$ cat src/rtl/core/vdn_pkg.sv
// ----------------------------------------------------------------------------
// vdn_pkg: shared widths and stage counts
// Fixed-point widths for the direction normalizer datapath and the depths of
// the square root and divider pipelines.
// ----------------------------------------------------------------------------
package vdn_pkg;

   localparam int FIELD_W     = 16;
   localparam int DIFF_W      = FIELD_W + 1;          // to - from, exact
   localparam int ABS_W       = FIELD_W;              // |diff| <= 65535
   localparam int SQ_W        = 2 * ABS_W;
   localparam int SUM_W       = SQ_W + 2;             // three squares
   localparam int FRAC_EXT    = 16;                   // sum scaled by 2^16
   localparam int RAD_W       = SUM_W + FRAC_EXT;
   localparam int MAG_W       = RAD_W / 2;            // root bits
   localparam int SQRT_STAGES = MAG_W;                // one root bit per stage
   localparam int SQRT_REM_W  = MAG_W + 2;
   localparam int Q_W         = 15;                   // quotient <= 16384
   localparam int DIV_STAGES  = Q_W;                  // one quotient bit per stage
   localparam int DIV_REM_W   = MAG_W + 1;
   localparam int DIV_PRE_SH  = 22 - Q_W;             // |d| << 22 >> Q_W
   localparam int DLY_LEN     = SQRT_STAGES + 1;      // |d| wait for magnitude
   localparam int ZDLY_LEN    = SQRT_STAGES + DIV_STAGES;
   localparam int PIPE_LEN    = 3 + SQRT_STAGES + DIV_STAGES;

endpackage

$ cat src/rtl/core/vdn_lane.sv
// ----------------------------------------------------------------------------
// vdn_lane: one axis of the normalizer
// Squares the component difference for the shared magnitude, holds |d| until
// the magnitude is ready, then divides it by the magnitude one bit per stage.
// ----------------------------------------------------------------------------
module vdn_lane (
   input  logic                             clock,
   input  logic                             adv,
   input  logic signed [vdn_pkg::DIFF_W-1:0] diff,
   input  logic [vdn_pkg::MAG_W-1:0]        mag,
   output logic [vdn_pkg::SQ_W-1:0]         sq,
   output logic signed [vdn_pkg::FIELD_W-1:0] dir
);
   import vdn_pkg::*;

   logic [ABS_W-1:0]     abs_ff;
   logic                 neg_ff;
   logic [SQ_W-1:0]      sq_ff;
   logic [ABS_W-1:0]     abs_in;
   logic [ABS_W-1:0]     dly_abs_ff [DLY_LEN];
   logic                 dly_neg_ff [DLY_LEN];
   logic [DIV_REM_W-1:0] rem_ff [DIV_STAGES];
   logic [MAG_W-1:0]     mag_ff [DIV_STAGES];
   logic [Q_W-1:0]       q_ff   [DIV_STAGES];
   logic                 dneg_ff[DIV_STAGES];
   logic [DIV_REM_W-1:0] rem_in [DIV_STAGES];
   logic [MAG_W-1:0]     mag_in [DIV_STAGES];
   logic [Q_W-1:0]       q_in   [DIV_STAGES];
   logic                 dneg_in[DIV_STAGES];
   logic [FIELD_W-1:0]   q_ext;

   // magnitude of the difference
   always_comb begin
      logic [DIFF_W-1:0] n;
      n      = diff[DIFF_W-1] ? DIFF_W'(-diff) : diff;
      abs_in = n[ABS_W-1:0];
   end

   // square stage and wait line
   always_ff @(posedge clock) begin
      if (adv) begin
         abs_ff <= abs_in;
         neg_ff <= diff[DIFF_W-1];
         sq_ff  <= abs_in * abs_in;
         dly_abs_ff[0] <= abs_ff;
         dly_neg_ff[0] <= neg_ff;
         for (int k = 1; k < DLY_LEN; k++) begin
            dly_abs_ff[k] <= dly_abs_ff[k-1];
            dly_neg_ff[k] <= dly_neg_ff[k-1];
         end
      end
   end

   // restoring divide, one quotient bit per stage
   always_comb begin
      logic [DIV_REM_W-1:0] s_rem;
      logic [MAG_W-1:0]     s_mag;
      logic [Q_W-1:0]       s_q;
      logic                 s_neg;
      logic [DIV_REM_W:0]   cur;
      for (int k = 0; k < DIV_STAGES; k++) begin
         if (k == 0) begin
            s_rem = DIV_REM_W'({dly_abs_ff[DLY_LEN-1], {DIV_PRE_SH{1'b0}}});
            s_mag = mag;
            s_q   = '0;
            s_neg = dly_neg_ff[DLY_LEN-1];
         end else begin
            s_rem = rem_ff[k-1];
            s_mag = mag_ff[k-1];
            s_q   = q_ff[k-1];
            s_neg = dneg_ff[k-1];
         end
         cur = {s_rem, 1'b0};
         if (cur >= {2'b00, s_mag}) begin
            rem_in[k] = DIV_REM_W'(cur - {2'b00, s_mag});
            q_in[k]   = {s_q[Q_W-2:0], 1'b1};
         end else begin
            rem_in[k] = cur[DIV_REM_W-1:0];
            q_in[k]   = {s_q[Q_W-2:0], 1'b0};
         end
         mag_in[k]  = s_mag;
         dneg_in[k] = s_neg;
      end
   end

   always_ff @(posedge clock) begin
      if (adv) begin
         for (int k = 0; k < DIV_STAGES; k++) begin
            rem_ff[k]  <= rem_in[k];
            mag_ff[k]  <= mag_in[k];
            q_ff[k]    <= q_in[k];
            dneg_ff[k] <= dneg_in[k];
         end
      end
   end

   // restore the sign: truncation toward zero
   assign q_ext = {1'b0, q_ff[DIV_STAGES-1]};
   assign dir   = dneg_ff[DIV_STAGES-1] ? FIELD_W'(-q_ext) : q_ext;
   assign sq    = sq_ff;

endmodule

$ cat config.mk
export PLATFORM = sky130hd
export DESIGN_NAME = vdn_lane
export DESIGN_NICKNAME = d
export VERILOG_FILES = /design/src/rtl/core/vdn_pkg.sv /design/src/rtl/core/vdn_lane.sv
export SDC_FILE = /design/constraint.sdc
export NUM_CORES = 2
export LEC_CHECK = 0
export BUFFER_PORTS_ARGS = -buffer_cell sky130_fd_sc_hd__clkbuf_2
export CORE_ASPECT_RATIO = 0.6
export CORE_MARGIN = 2
export CORE_UTILIZATION = 58
export DETAILED_ROUTE_END_ITERATION = 12
export PLACE_DENSITY_LB_ADDON = 0.12
export SKIP_CTS_REPAIR_TIMING = 1
export SYNTH_ARGS = -nofsm -noshare
export SYNTH_HDL_FRONTEND = slang
export SYNTH_SLANG_ARGS = --single-unit
$ cat constraint.sdc
create_clock -name clock -period 8.7 [get_ports clock]
set_input_delay 1.305 -clock clock [delete_from_list [all_inputs] [get_ports clock]]
set_output_delay 1.305 -clock clock [all_outputs]
set_load 0.01 [all_outputs]
# Yosys cells after proc, flatten, opt, wreduce, memory -nomap -nowiden
# Memories as Yosys holds them, arrays and structs flattened.
# Index checks and enable logic that the tools add are counted.
[word_totals] reg_bits=49 mem_bits_rw=1447 output_inout_bits=48 word_cells=76 mem_count=6
[mem_list] name="dly_abs_ff" words=26 width=16 read_ports=26 rd_ports_with_merged_regs=0 write_ports=26 line="vdn_lane.sv:20" text="logic [ABS_W-1:0] dly_abs_ff [DLY_LEN];"
[mem_list] name="rem_ff" words=15 width=26 read_ports=14 rd_ports_with_merged_regs=0 write_ports=15 line="vdn_lane.sv:22" text="logic [DIV_REM_W-1:0] rem_ff [DIV_STAGES];"
[mem_list] name="mag_ff" words=15 width=25 read_ports=14 rd_ports_with_merged_regs=0 write_ports=15 line="vdn_lane.sv:23" text="logic [MAG_W-1:0] mag_ff [DIV_STAGES];"
[mem_list] name="q_ff" words=15 width=15 read_ports=15 rd_ports_with_merged_regs=0 write_ports=15 line="vdn_lane.sv:24" text="logic [Q_W-1:0] q_ff [DIV_STAGES];"
[mem_list] name="dly_neg_ff" words=26 width=1 read_ports=26 rd_ports_with_merged_regs=0 write_ports=26 line="vdn_lane.sv:21" text="logic dly_neg_ff [DLY_LEN];"
[mem_list] name="dneg_ff" words=15 width=1 read_ports=15 rd_ports_with_merged_regs=0 write_ports=15 line="vdn_lane.sv:25" text="logic dneg_ff[DIV_STAGES];"
[op_classes] add_sub_neg=17 mul=1 magnitude_cmp=15 mux=34
[ops] op="$mux 26" n=15
[ops] op="$ge 27x25->1" n=14
[ops] op="$sub 26x25->26" n=14
[ops] op="$mul 16x16->32" n=1
[ops] op="$mux 16" n=2
[ops] op="$sub 24x25->26" n=1
[ops] op="$ge 24x25->1" n=1
[ops] op="$mux 1" n=17
[ops] op="$neg 15->16" n=1
[ops] op="$neg 16->16" n=1

# Depth between registers and ports, before layout
[logic_depth] word_depth=3 depth_mapped=34 depth_no_buf=32

# Least setup slack after synthesis
# OpenSTA, ideal clock, no wires.
[synth_timing] path_kind="input to register" startpoint="input port diff[0] (netlist bit)" endpoint="register sq_ff[31], in the netlist sq[31], data pin" setup_time_ps=268 t_arrival_ps=9136 t_required_ps=8432 setup_slack_ps=-704 path_stages=33 cell_sequence="clkinv_1 clkbuf_1 ha_1 nand2b_1 or4_1 or2_1 clkbuf_1 o21ai_0 xor2_1 clkinv_1 nand2_1 inv_1 fa_1 inv_1 fa_1 inv_1 fa_1 inv_1 fa_1 inv_1 fa_1 inv_1 fa_1 inv_1 ha_1 a21oi_1 nand2_1 a221oi_1 a31oi_1 a41o_1 a21bo_2 o41ai_1 xnor2_1"
[synth_via] elab_chain_cells=3
[synth_lines] element="start, declared" line="vdn_lane.sv:9" text="input logic signed [vdn_pkg::DIFF_W-1:0] diff,"
[synth_lines] element="$neg 16->16" line="vdn_lane.sv:35" text="n = diff[DIFF_W-1] ? DIFF_W'(-diff) : diff;"
[synth_lines] element="$mux 16" line="vdn_lane.sv:35"
[synth_lines] element="via abs_in[8]" line="vdn_lane.sv:19" text="logic [ABS_W-1:0] abs_in;"
[synth_lines] element="$mul 16x16->32" line="vdn_lane.sv:44" text="sq_ff <= abs_in * abs_in;"
[synth_lines] element="end signal, assigned" line="vdn_lane.sv:44"
[synth_lines] element="end, declared" line="vdn_lane.sv:18" text="logic [SQ_W-1:0] sq_ff;"
# The timed path passes the listed nets, and every way through them passes these cells.
# A chain may end at the register's enable or synchronous reset.

# Worst setup path in the final report
[layout_timing] startpoint="input port diff[1] (netlist bit)" endpoint="register sq_ff[31], in the netlist sq[31], data pin"
[layout_via] elab_chain_cells=3
[layout_lines] element="$neg 16->16" line="vdn_lane.sv:35"
[layout_lines] element="$mux 16 *" line="vdn_lane.sv:35"
[layout_lines] element="$mul 16x16->32 *" line="vdn_lane.sv:44"
# Every way passes the cells marked *; elsewhere a longest branch is shown, timed or not.

==> key figures <==
Status
  • Run status: finished clean

Yosys
  • Post-synth top area share: 56.6%
  • Combinational family with the most area after synthesis: adder cells
  • Fraction of synthesized cell area in xor and xnor cells: 4.33%
  • Post-synthesis share of cell area spent on full adders, half adders and majority gates: 13.2%
  • Yosys top cell by area: edfxtp_1
  • Number of synthesized register bits: 1,338
  • Biggest area contributors in the synthesized netlist: edfxtp_1 57%, ha_1 8.2%, fa_1 5.0%
  • Part of the Yosys area used for sequential elements: 56.6%
  • Synthesized area per cell: 12.4 um^2
  • Count of yosys warnings during synthesis: 0
  • Post-synthesis mux area share: 2.53%
  • Area fraction in and, or, nand and nor cells after synthesis: 7.78%
  • Count of different cell masters after synthesis: 91
  • Most instantiated flip-flop cell in the synthesis netlist: edfxtp_1
  • Number of flops mapped to enable cells by yosys: 1,338
  • Mapped Cells: 5,728
  • Async set-reset flop share out of synthesis: 0%
  • Total standard cell area after synthesis: 0.0710 mm^2
  • Complex-gate fraction of the synthesized area: 11.1%

Placed design
  • Buffers on Ports: 90
  • Detail Placement HPWL: 116 mm
  • Setup WS pre-CTS: -0.522 ns
  • Placer congestion estimate: 0.932

Global route
  • GRT Residual Overflow: 0
  • Global-route total usage across every layer: 25.2%
  • Number of global-route vias before repair: 41,600
  • Number of antenna violations at the first check in global routing: 6
  • Pin count of the biggest net entering global routing: 195
  • Global-route wire length before repair: 243 mm

Final layout
  • Count of filler cells inserted in the layout: 9,186
  • Area of combinational cells with multiple inputs: 0.0278 mm^2
  • Reg area: 0.0402 mm^2
  • Most used cells in the layout excluding fill and tap cells: 1,338 x edfxtp_1, 694 x inv_1, 462 x ha_1
  • Final-stage net count: 6,670
  • Layout area overhead: 10.9%
  • Fin util: 64.8%
  • Share of post-route cells with drive strength above 1: 10.6%
  • Commonest non-fill, non-tap cell in the layout: edfxtp_1

Hold path
  • Min-delay src: dly_abs_ff[0][206]
  • Class of the worst hold path: reg -> reg

Setup path
  • Endpoint class of the critical path: flop
  • Slowest Stage Delay on Critical Path: 0.56 ns
  • Cell family with most CP delay: adder cells
  • Number of buffer and inverter stages on the critical path: 9
  • Crit path launch type: primary input
  • Required time worst endpoint: 9.19 ns
  • Slowest cell on the critical path: fa_1
  • Top fanout value on the critical path: 4
  • Category of the critical setup timing path: in -> reg
  • Arrival time of the worst setup path: 8.81 ns
  • Crit path from: diff[1]
  • FF-to-FF Start: rem_ff[0][31]
  • Most Frequent Cell on Critical Path: fa_1

Routing
  • Count of vias placed by the detailed router: 44,400
  • Count of nets left with antenna violations after detail routing: 0
  • Via density per instance: 5.77
  • DR iter-0 viols: 5,147
  • Total Wirelength: 157 mm
  • Total iterations of the first detailed-routing run: 6
  • Detailed-route DRC error count: 0
  • Wire per inst: 20.4 um

Timing
  • Smallest setup slack after layout: 0.381 ns
  • Hold Fails Final Rpt: 0
  • RSZ-0062 raised after global routing: false
  • FMAX: 120 MHz
  • Clock period minus final worst setup slack: 8.32 ns
  • Number of endpoints failing setup at the final stage: 0
  • Setup clock skew after layout: 0.0315 ns
  • Final Max Slew Viols: 0
  • Slew at the pin closest to its max-slew limit: 1.41 ns
  • Tcrit/Tclk final: 95.6%
  • Slew Limit Headroom: 3.81%

Flow run
  • Total of max-cap violations: 0

Floorplanning
  • Die width: 456 um
  • Placeable core region: 0.122 mm^2
  • Row cnt: 99
  • Overall die height: 275 um
  • Boundary pin count: 92
  • Initial Util: 58.4%
  • Die ar.: 0.125 mm^2

Clock network
  • Num CTS Buffers: 130
  • Clock tree buffer depth: 3
  • Clock sinks: 1,338
  • TritonCTS clock tree: done
  • Register clock-pin slew on the reported worst setup and hold paths: 0.07 ns
  • Root buffer selected by CTS: clkbuf_16
  • Number of H-tree levels: 4
  • Latest clock arrival within the worst-skew pair: 0.78 ns

Power
  • Cell Pwr Density: 416 mW/mm^2
  • Leakage power summed over all cells: 0.0323 uW
  • Maximum resistive drop on vdd: 733 uV
[state kept, by name, summed over array words and instances, names as in the netlist]
| register | cells |
|---|---|
| q_ff | 120 |
| mag_ff | 350 |
| dneg_ff | 15 |
| neg_ff | 1 |
| dly_abs_ff | 416 |
| rem_ff | 364 |
| abs_ff | 16 |
| sq | 30 |
| dly_neg_ff | 26 |
[cell families (layout without fill, tap and decap cells)]
group           Yosys count  after routing
compound gates         1238           1238
xor+xnor                351            351
fa+ha+maj               642            642
buf+inv                 824           1178
flops                  1338           1338
mux                     158            158
other cells               1              3
simple gates           1176           1176
[metal layers]
| metal | vias up | part of all wire [%] | routed length, um | GRT usage, % |
|---|---|---|---|---|
| li1 | 21200 | - | - | - |
| met1 | 21700 | 53 | 83500 | 43.7 |
| met2 | 1456 | 36 | 57100 | 30.7 |
| met3 | 160 | 9.0 | 14100 | 6.22 |
| met4 | 0 | 1.4 | 2230 | 4.88 |
| met5 | - | 0 | 0 | 0 |
[worst paths after layout]
path / endpoint / slack, ns / cells past startpoint
min: dly_abs_ff[0][222] / 0.39 / 0
max: sq[31] / 0.38 / 32
min reg2reg: dly_abs_ff[0][222] / 0.39 / 0
max reg2reg: rem_ff[0][70] / 3.77 / 8
[worst register-to-register path, stage by stage (launching register included)]
cell,delay (ns)
edfxtp_1,0.42
ha_1,0.40
a2111oi_0,1.07
a211oi_1,0.26
o21ai_0,0.45
a31oi_1,0.34
a31oi_4,1.00
inv_1,0.36
mux2_2,0.38
[power by group]
part / total (uW) / leakage, uW / switching [uW] / internal, uW
registers: 9870 / 0.0131 / 654 / 9210
logic: 17200 / 0.0171 / 9530 / 7660
clock network: 5670 / 0.00207 / 2530 / 3140
[cell usage after synthesis (137+ instances only)]
master    instances
xor2_1          143
inv_1           694
xnor2_1         208
edfxtp_1       1338
o21ai_0         277
mux2_2          137
nor2_1          349
ha_1            464
a21oi_1         381
a21o_1          177
fa_1            178
nand2_1         346
[layout make-up]
| type | instances | area share [%] |
|---|---|---|
| Clock buffer | 151 | 4.23 |
| Multi-Input combinational cell | 3567 | 35.4 |
| Timing Repair Buffer | 242 | 2.14 |
| Antenna cell | 1 | 0.00318 |
| Sequential cell | 1338 | 51.1 |
| Clock inverter | 80 | 1.24 |
| Inverter | 705 | 3.37 |
| Tap cell | 1616 | 2.57 |
[stage by stage]
stage                     power (uW)  instance area [um^2]  hold slack, ns  TNS (ns)  cells
final                          32700                 78700           0.394         0   7700
after global routing           35300                 78700           0.406         0   7700
after CTS                      32800                 78600           0.395         0   7697
after detailed placement       26900                 74300           0.405     -3.39   7466
after global placement         26600                 74300           0.400     -2.06   7466
after floorplan                21400                 71100           0.400         0   5729
Power figures use the tool's default switching activity.
