$ cat src/rtl/core/vdn_pkg.sv
// ----------------------------------------------------------------------------
// vdn_pkg: shared widths and stage counts
// Fixed-point widths for the direction normalizer datapath and the depths of
// the square root and divider pipelines.
// ----------------------------------------------------------------------------
package vdn_pkg;

   localparam int FIELD_W     = 16;
   localparam int DIFF_W      = FIELD_W + 1;          // to - from, exact
   localparam int ABS_W       = FIELD_W;              // |diff| <= 65535
   localparam int SQ_W        = 2 * ABS_W;
   localparam int SUM_W       = SQ_W + 2;             // three squares
   localparam int FRAC_EXT    = 16;                   // sum scaled by 2^16
   localparam int RAD_W       = SUM_W + FRAC_EXT;
   localparam int MAG_W       = RAD_W / 2;            // root bits
   localparam int SQRT_STAGES = MAG_W;                // one root bit per stage
   localparam int SQRT_REM_W  = MAG_W + 2;
   localparam int Q_W         = 15;                   // quotient <= 16384
   localparam int DIV_STAGES  = Q_W;                  // one quotient bit per stage
   localparam int DIV_REM_W   = MAG_W + 1;
   localparam int DIV_PRE_SH  = 22 - Q_W;             // |d| << 22 >> Q_W
   localparam int DLY_LEN     = SQRT_STAGES + 1;      // |d| wait for magnitude
   localparam int ZDLY_LEN    = SQRT_STAGES + DIV_STAGES;
   localparam int PIPE_LEN    = 3 + SQRT_STAGES + DIV_STAGES;

endpackage

$ cat src/rtl/core/vdn_sqrt.sv
// ----------------------------------------------------------------------------
// vdn_sqrt: pipelined integer square root
// Digit-by-digit root of (sum << 16), one root bit resolved per stage.
// ----------------------------------------------------------------------------
module vdn_sqrt (
   input  logic                      clock,
   input  logic                      adv,
   input  logic [vdn_pkg::SUM_W-1:0] sum,
   output logic [vdn_pkg::MAG_W-1:0] mag
);
   import vdn_pkg::*;

   logic [SQRT_REM_W-1:0] rem_ff  [SQRT_STAGES];
   logic [MAG_W-1:0]      root_ff [SQRT_STAGES];
   logic [RAD_W-1:0]      rad_ff  [SQRT_STAGES];
   logic [SQRT_REM_W-1:0] rem_in  [SQRT_STAGES];
   logic [MAG_W-1:0]      root_in [SQRT_STAGES];
   logic [RAD_W-1:0]      rad_in  [SQRT_STAGES];

   // one trial subtract per stage
   always_comb begin
      logic [SQRT_REM_W-1:0] s_rem;
      logic [MAG_W-1:0]      s_root;
      logic [RAD_W-1:0]      s_rad;
      logic [SQRT_REM_W+1:0] cur;
      logic [SQRT_REM_W+1:0] trial;
      for (int k = 0; k < SQRT_STAGES; k++) begin
         if (k == 0) begin
            s_rem  = '0;
            s_root = '0;
            s_rad  = {sum, {FRAC_EXT{1'b0}}};
         end else begin
            s_rem  = rem_ff[k-1];
            s_root = root_ff[k-1];
            s_rad  = rad_ff[k-1];
         end
         cur   = {s_rem, s_rad[RAD_W-1 -: 2]};
         trial = {1'b0, s_root, 2'b01};
         if (cur >= trial) begin
            rem_in[k]  = SQRT_REM_W'(cur - trial);
            root_in[k] = {s_root[MAG_W-2:0], 1'b1};
         end else begin
            rem_in[k]  = cur[SQRT_REM_W-1:0];
            root_in[k] = {s_root[MAG_W-2:0], 1'b0};
         end
         rad_in[k] = {s_rad[RAD_W-3:0], 2'b00};
      end
   end

   always_ff @(posedge clock) begin
      if (adv) begin
         for (int k = 0; k < SQRT_STAGES; k++) begin
            rem_ff[k]  <= rem_in[k];
            root_ff[k] <= root_in[k];
            rad_ff[k]  <= rad_in[k];
         end
      end
   end

   assign mag = root_ff[SQRT_STAGES-1];

endmodule

$ cat config.mk
export PLATFORM = sky130hd
export DESIGN_NAME = vdn_sqrt
export DESIGN_NICKNAME = d
export VERILOG_FILES = /design/src/rtl/core/vdn_pkg.sv /design/src/rtl/core/vdn_sqrt.sv
export SDC_FILE = /design/constraint.sdc
export NUM_CORES = 2
export LEC_CHECK = 0
export ABC_AREA = 0
export ABC_CLOCK_PERIOD_IN_PS = 4600
export BUFFER_PORTS_ARGS = -buffer_cell sky130_fd_sc_hd__buf_2
export CORE_ASPECT_RATIO = 1.5
export CORE_UTILIZATION = 50
export CTS_CLUSTER_DIAMETER = 200
export CTS_CLUSTER_SIZE = 30
export DETAILED_ROUTE_END_ITERATION = 8
export HOLD_SLACK_MARGIN = 0.12
export PLACE_DENSITY = 0.65
export SLEW_MARGIN = 20
export SYNTH_ARGS = -nofsm -noshare
export SYNTH_HDL_FRONTEND = slang
export SYNTH_SLANG_ARGS = --single-unit
$ cat constraint.sdc
create_clock -name clock -period 4.6 [get_ports clock]
set_clock_uncertainty 0.15 [all_clocks]
set_input_delay 0.92 -clock clock [delete_from_list [all_inputs] [get_ports clock]]
set_output_delay 0.92 -clock clock [all_outputs]
set_load 0.005 [all_outputs]
== Word-level counts from Yosys, hierarchy flattened ==
Memory sizes are Yosys's and may differ from the RTL's.
Cells that the tools add are included.

* Memory bits (writable): 2500
* Logic and storage cells: 105
* Memories: 3
* Bits in registers: 0
* Input port bits: 36
* Output and inout port bits: 25

{| class="wikitable"
|+ Memories
! name !! depth !! width !! rd ports !! clocked after memory_dff !! write ports !! RTL line !! source
|-
| rad_ff || 25 || 48 || 24 || 0 || 25 || vdn_sqrt.sv:15 || <nowiki>logic [RAD_W-1:0] rad_ff [SQRT_STAGES];</nowiki>
|-
| rem_ff || 25 || 27 || 24 || 0 || 25 || vdn_sqrt.sv:13 || <nowiki>logic [SQRT_REM_W-1:0] rem_ff [SQRT_STAGES];</nowiki>
|-
| root_ff || 25 || 25 || 25 || 0 || 25 || vdn_sqrt.sv:14 || <nowiki>logic [MAG_W-1:0] root_ff [SQRT_STAGES];</nowiki>
|}

* Add/subtract/negate cells: 25
* Multiplexer cells: 52
* Order comparisons: 25

{| class="wikitable"
|+ Operator list
! operator !! count
|-
| $ge 29x27->1 || 24
|-
| $mux 27 || 25
|-
| $sub 27x27->27 || 24
|-
| $mux 1 || 27
|-
| $sub 2x1->3 const B || 1
|-
| $ge 2x1->1 const B || 1
|}

== Depth between registers and ports, before layout ==
An unclocked memory read counts as a cell.

* Depth in word-level cells: 3
* Mapped depth: 13
* Depth with buffers taken out: 12

== Worst setup path after synthesis ==
No wires, ideal clock.

* Path type: register to register
* Start: memory root_ff[1][51] (netlist bit)
* End: memory rem_ff[2][101] (netlist bit) (data pin)
* Library setup time: 270 ps
* Cell stages (with the launch flop): 12
* Period minus slack after synthesis: 3347 ps
* Slack: 1253 ps
* Data arrival time: 2927 ps
* Buffers on the path: 2
* Required time: 4180 ps
* Cell sequence: edfxtp_1 inv_1 ha_1 a211oi_1 o21ai_0 a2111oi_0 o31a_1 o31ai_1 nor3_1 clkbuf_1 clkbuf_1 o21ai_0

{| class="wikitable"
|+ RTL lines
! what !! RTL line
|-
| from (decl) || vdn_sqrt.sv:14
|-
| to (decl) || vdn_sqrt.sv:13
|}

==> impl_metrics.prom <==
# TYPE chip_impl_metric gauge
chip_impl_metric{name="timing.max_slew.rel_slack",unit="%"} 33.0
chip_impl_metric{name="cp.depth",unit=""} 10
chip_impl_metric{name="grt_util_all_layers",unit="%"} 19.7
chip_impl_metric{name="hold_buffers",unit=""} 0
chip_impl_metric{name="gr-total-overflow",unit=""} 0
chip_impl_metric{name="finalNonFillerCells",unit=""} 6684
chip_impl_metric{name="multiInputGateArea",unit="mm²"} 0.0223
chip_impl_metric{name="required",unit="ns"} 4.88
chip_impl_metric{name="viasPerCell",unit=""} 5.60
chip_impl_metric{name="hold_depth",unit=""} 0
chip_impl_metric{name="synth.ff_latch_count",unit=""} 1201
chip_impl_metric{name="synth_fp_nets",unit=""} 5411
chip_impl_info{name="flip_flop_cell_with_the_highest_count_after_synthesis",value="sky130_fd_sc_hd__edfxtp_1"} 1
chip_impl_info{name="critPathLaunchType",value="register"} 1
chip_impl_info{name="synth_top_area_cell",value="sky130_fd_sc_hd__edfxtp_1"} 1
chip_impl_info{name="grt_setup_unrepaired",value="false"} 1
chip_impl_metric{name="detail-route-antenna-nets",unit=""} 0
chip_impl_info{name="cts_tree",value="yes"} 1
chip_impl_metric{name="top_level_ports",unit=""} 61
chip_impl_metric{name="place_area",unit="mm²"} 0.0630
chip_impl_metric{name="port-buffer-count",unit=""} 60
chip_impl_metric{name="fin_crit",unit="ns"} 4.11
chip_impl_metric{name="dp_hpwl",unit="µm"} 93100
chip_impl_metric{name="via_count",unit=""} 37462
chip_impl_metric{name="die-width",unit="µm"} 286
chip_impl_metric{name="synth.top_cell.area_share",unit="%"} 59.6
chip_impl_metric{name="finalNetCount",unit=""} 5480
chip_impl_metric{name="critPathMaxStageDelay",unit="ns"} 0.61
chip_impl_metric{name="postCtsResizedCells",unit=""} 0
chip_impl_metric{name="route.final.wire_length",unit="µm"} 121000
chip_impl_metric{name="dieHeight",unit="µm"} 428
chip_impl_info{name="outcome",value="completed"} 1
chip_impl_info{name="worst-setup-path-type",value="reg2reg"} 1
chip_impl_metric{name="postSynthCellCount",unit=""} 5031
chip_impl_metric{name="placement_rows",unit=""} 156
chip_impl_metric{name="yosysWarnings",unit=""} 0
chip_impl_metric{name="finalSetupViolCount",unit=""} 0
chip_impl_metric{name="power.ir.vdd_worst",unit="V"} 0.000393
chip_impl_info{name="critical-path-slowest-cell",value="sky130_fd_sc_hd__or4b_2"} 1
chip_impl_metric{name="crit_buf_inv",unit=""} 1
chip_impl_info{name="crit_path_cell_trace",value="ha_1, o21ai_0, o21ai_0, a2111oi_0, buf_4, o31a_1, o31ai_1, o21a_1, or4b_2, xnor2_1"} 1
chip_impl_metric{name="max-cap-violations",unit=""} 0
chip_impl_metric{name="ff_latch_area",unit="mm²"} 0.0361
chip_impl_metric{name="clock_buffers_created_by_tritoncts",unit=""} 46
chip_impl_metric{name="synth_seq_area_share",unit="%"} 59.6
chip_impl_metric{name="detailed_routing_iteration_count_for_the_pre_antenna_repair_pass",unit=""} 5
chip_impl_metric{name="fmax",unit="MHz"} 243
chip_impl_metric{name="rr_worst_depth",unit=""} 10
chip_impl_info{name="clock_tree.root_cell",value="sky130_fd_sc_hd__clkbuf_16"} 1
chip_impl_metric{name="clk_pin_slew_worst_paths",unit="ns"} 0.12
chip_impl_metric{name="slew_violations",unit=""} 0
chip_impl_metric{name="clockBufferDepth",unit=""} 3
chip_impl_metric{name="worst_pin_slew",unit="ns"} 0.996
chip_impl_metric{name="setup_ws",unit="ns"} 0.490
chip_impl_info{name="crit_top_cell",value="sky130_fd_sc_hd__o21ai_0"} 1
chip_impl_metric{name="fin_total_pwr",unit="mW"} 25.8
chip_impl_metric{name="areaGrowthSynthToFinish",unit="%"} 6.14
chip_impl_metric{name="detailedPlace.worstSlack",unit="ns"} 0.536
chip_impl_info{name="hold_class",value="reg2reg"} 1
chip_impl_metric{name="number_of_filler_cells_placed_in_the_layout",unit=""} 10252
chip_impl_metric{name="grt_max_degree",unit=""} 114
chip_impl_metric{name="place.gp.congestion",unit=""} 0.903
chip_impl_metric{name="wire_per_inst",unit="µm"} 18.2
chip_impl_metric{name="antenna_violations_before_repair",unit=""} 1
chip_impl_metric{name="setup_tns",unit="ns"} 0
chip_impl_metric{name="grt_pass1_vias",unit=""} 37415
chip_impl_metric{name="clock_sink_count",unit=""} 1201
chip_impl_metric{name="cts-htree-levels",unit=""} 2
chip_impl_metric{name="core_area",unit="mm²"} 0.120
chip_impl_metric{name="grt_first_pass_wirelength",unit="µm"} 191000
chip_impl_metric{name="cts.repair_timing.setup_buffer_count",unit=""} 0
chip_impl_metric{name="power_per_cell_area",unit="mW/mm²"} 401
chip_impl_info{name="cpLargestDelayFamily",value="compound AO/OA/AOI/OAI gates"} 1
chip_impl_metric{name="synth_area",unit="mm²"} 0.0605
chip_impl_metric{name="remaining_drc_errors",unit=""} 0
chip_impl_metric{name="post_route_cells_drive_above_1_share",unit="%"} 5.06
chip_impl_metric{name="final_cell_area",unit="mm²"} 0.0642
chip_impl_metric{name="number_of_distinct_library_cells_after_synthesis",unit=""} 89
chip_impl_metric{name="async_flop_share",unit="%"} 0
chip_impl_info{name="end_kind",value="register"} 1
chip_impl_metric{name="fin_crit_sh",unit="%"} 89.3
chip_impl_metric{name="crit_arrival",unit="ns"} 4.39
chip_impl_metric{name="critical_path_peak_fanout",unit=""} 5
chip_impl_metric{name="postLayoutCoreUtil",unit="%"} 53.4
chip_impl_metric{name="initial_utilization",unit="%"} 50.3
chip_impl_metric{name="dpl.cell_count",unit=""} 6632
chip_impl_metric{name="synth_enable_flop_cells",unit=""} 1201
chip_impl_metric{name="whs",unit="ns"} 0.241
chip_impl_metric{name="worstSkewPairLatency",unit="ns"} 0.68
chip_impl_info{name="ys_top_cells_by_area",value="sky130_fd_sc_hd__edfxtp_1, sky130_fd_sc_hd__ha_1, sky130_fd_sc_hd__xor2_1, sky130_fd_sc_hd__xnor2_1, sky130_fd_sc_hd__o21ai_0"} 1
chip_impl_metric{name="postSynthAreaPerCell",unit="µm²"} 12.0
chip_impl_metric{name="drtIter0Drc",unit=""} 2148
chip_impl_metric{name="finalHoldViolCount",unit=""} 0
chip_impl_metric{name="fp.dieArea",unit="mm²"} 0.122
chip_impl_metric{name="cellLeakagePower",unit="nW"} 24.3
[path summary, 6_finish.rpt]
check                start        endpoint  slack, ns
min reg2reg  rad_ff[0][44]   rad_ff[0][94]       0.24
max reg2reg  rem_ff[2][57]  rem_ff[2][104]       0.49
max          rem_ff[2][57]  rem_ff[2][104]       0.49
min          rad_ff[0][44]   rad_ff[0][94]       0.24
[state kept, by name, indices dropped and copies added, names as in the netlist]
register,flops
root_ff,325
rad_ff,272
rem_ff,604
[cells in the mapped netlist, types with 25 or more instances]
cell,count
sky130_fd_sc_hd__edfxtp_1,1201
sky130_fd_sc_hd__inv_1,444
sky130_fd_sc_hd__nand2_1,403
sky130_fd_sc_hd__o21ai_0,344
sky130_fd_sc_hd__ha_1,337
sky130_fd_sc_hd__nor2_1,282
sky130_fd_sc_hd__xor2_1,239
sky130_fd_sc_hd__a21oi_1,230
sky130_fd_sc_hd__xnor2_1,227
sky130_fd_sc_hd__nor3_1,155
sky130_fd_sc_hd__a21o_1,105
sky130_fd_sc_hd__nand3_1,87
sky130_fd_sc_hd__nor4_1,79
sky130_fd_sc_hd__nand2b_1,77
sky130_fd_sc_hd__clkbuf_1,76
sky130_fd_sc_hd__o21a_1,64
sky130_fd_sc_hd__or3_1,53
sky130_fd_sc_hd__nor2b_1,48
sky130_fd_sc_hd__or4_1,48
sky130_fd_sc_hd__o31ai_1,46
sky130_fd_sc_hd__nand4_1,41
sky130_fd_sc_hd__a211oi_1,40
sky130_fd_sc_hd__mux2_2,28
sky130_fd_sc_hd__a31oi_1,26
sky130_fd_sc_hd__buf_4,25
[cell usage in the layout (no fill, tap or decap), types with 28 or more instances in the layout]
cell type / synthesis / final
sky130_fd_sc_hd__a211oi_1: 40 / 40
sky130_fd_sc_hd__a21o_1: 105 / 105
sky130_fd_sc_hd__a21oi_1: 230 / 230
sky130_fd_sc_hd__buf_2: 5 / 59
sky130_fd_sc_hd__buf_4: 25 / 62
sky130_fd_sc_hd__clkbuf_16: 0 / 47
sky130_fd_sc_hd__edfxtp_1: 1201 / 1201
sky130_fd_sc_hd__ha_1: 337 / 337
sky130_fd_sc_hd__inv_1: 444 / 444
sky130_fd_sc_hd__mux2_2: 28 / 28
sky130_fd_sc_hd__nand2_1: 403 / 403
sky130_fd_sc_hd__nand2b_1: 77 / 77
sky130_fd_sc_hd__nand3_1: 87 / 87
sky130_fd_sc_hd__nand4_1: 41 / 41
sky130_fd_sc_hd__nor2_1: 282 / 281
sky130_fd_sc_hd__nor2b_1: 48 / 48
sky130_fd_sc_hd__nor3_1: 155 / 153
sky130_fd_sc_hd__nor4_1: 79 / 79
sky130_fd_sc_hd__o21a_1: 64 / 64
sky130_fd_sc_hd__o21ai_0: 344 / 344
sky130_fd_sc_hd__o31ai_1: 46 / 46
sky130_fd_sc_hd__or3_1: 53 / 53
sky130_fd_sc_hd__or4_1: 48 / 48
sky130_fd_sc_hd__xnor2_1: 227 / 227
sky130_fd_sc_hd__xor2_1: 239 / 239
[layout make-up]
| cell class | count | share of cell area [%] |
|---|---|---|
| Clock buffer | 48 | 1.84 |
| Multi-Input combinational cell | 3273 | 34.7 |
| Clock inverter | 3 | 0.0974 |
| Tap cell | 1580 | 3.08 |
| Antenna cell | 1 | 0.00390 |
| Sequential cell | 1201 | 56.1 |
| Timing Repair Buffer | 132 | 1.52 |
| Inverter | 446 | 2.61 |
[worst register-to-register path, stage by stage, from the launching register on]
cell and delay (ns):
sky130_fd_sc_hd__edfxtp_1 0.41, sky130_fd_sc_hd__ha_1 0.35, sky130_fd_sc_hd__o21ai_0 0.13, sky130_fd_sc_hd__o21ai_0 0.41, sky130_fd_sc_hd__a2111oi_0 0.24, sky130_fd_sc_hd__buf_4 0.19
sky130_fd_sc_hd__o31a_1 0.36, sky130_fd_sc_hd__o31ai_1 0.59, sky130_fd_sc_hd__o21a_1 0.28, sky130_fd_sc_hd__or4b_2 0.61, sky130_fd_sc_hd__xnor2_1 0.14
[metal layers]
metal	track usage (%)	vias up	wire length [µm]
met1	19.8	18059	43600
met5	0	-	0
met4	9.89	0	6400
li1	-	18521	-
met2	39.4	631	68500
met3	1.66	251	2850
[kinds of logic (layout without fill, tap and decap cells)]
family,Yosys count,in the layout,synth area share (%)
muxes,33,33,0.612
and+or+nand+nor,1400,1400,11.6
buffers and inverters,557,629,3.65
xor gates and xnor gates,466,466,6.74
DFF,1201,1201,59.6
adders and majority gates,344,344,7.20
other,1,2,0.00620
AOI/OAI and AO/OA,1029,1029,10.6
[power breakdown]
part	total (mW)	switching [mW]	internal, mW
logic	5.93	3.39	2.54
registers	14.8	0.961	13.9
clock network	5.01	3.14	1.87
total	25.8	7.49	18.3
(Power assumes the default switching activity.)
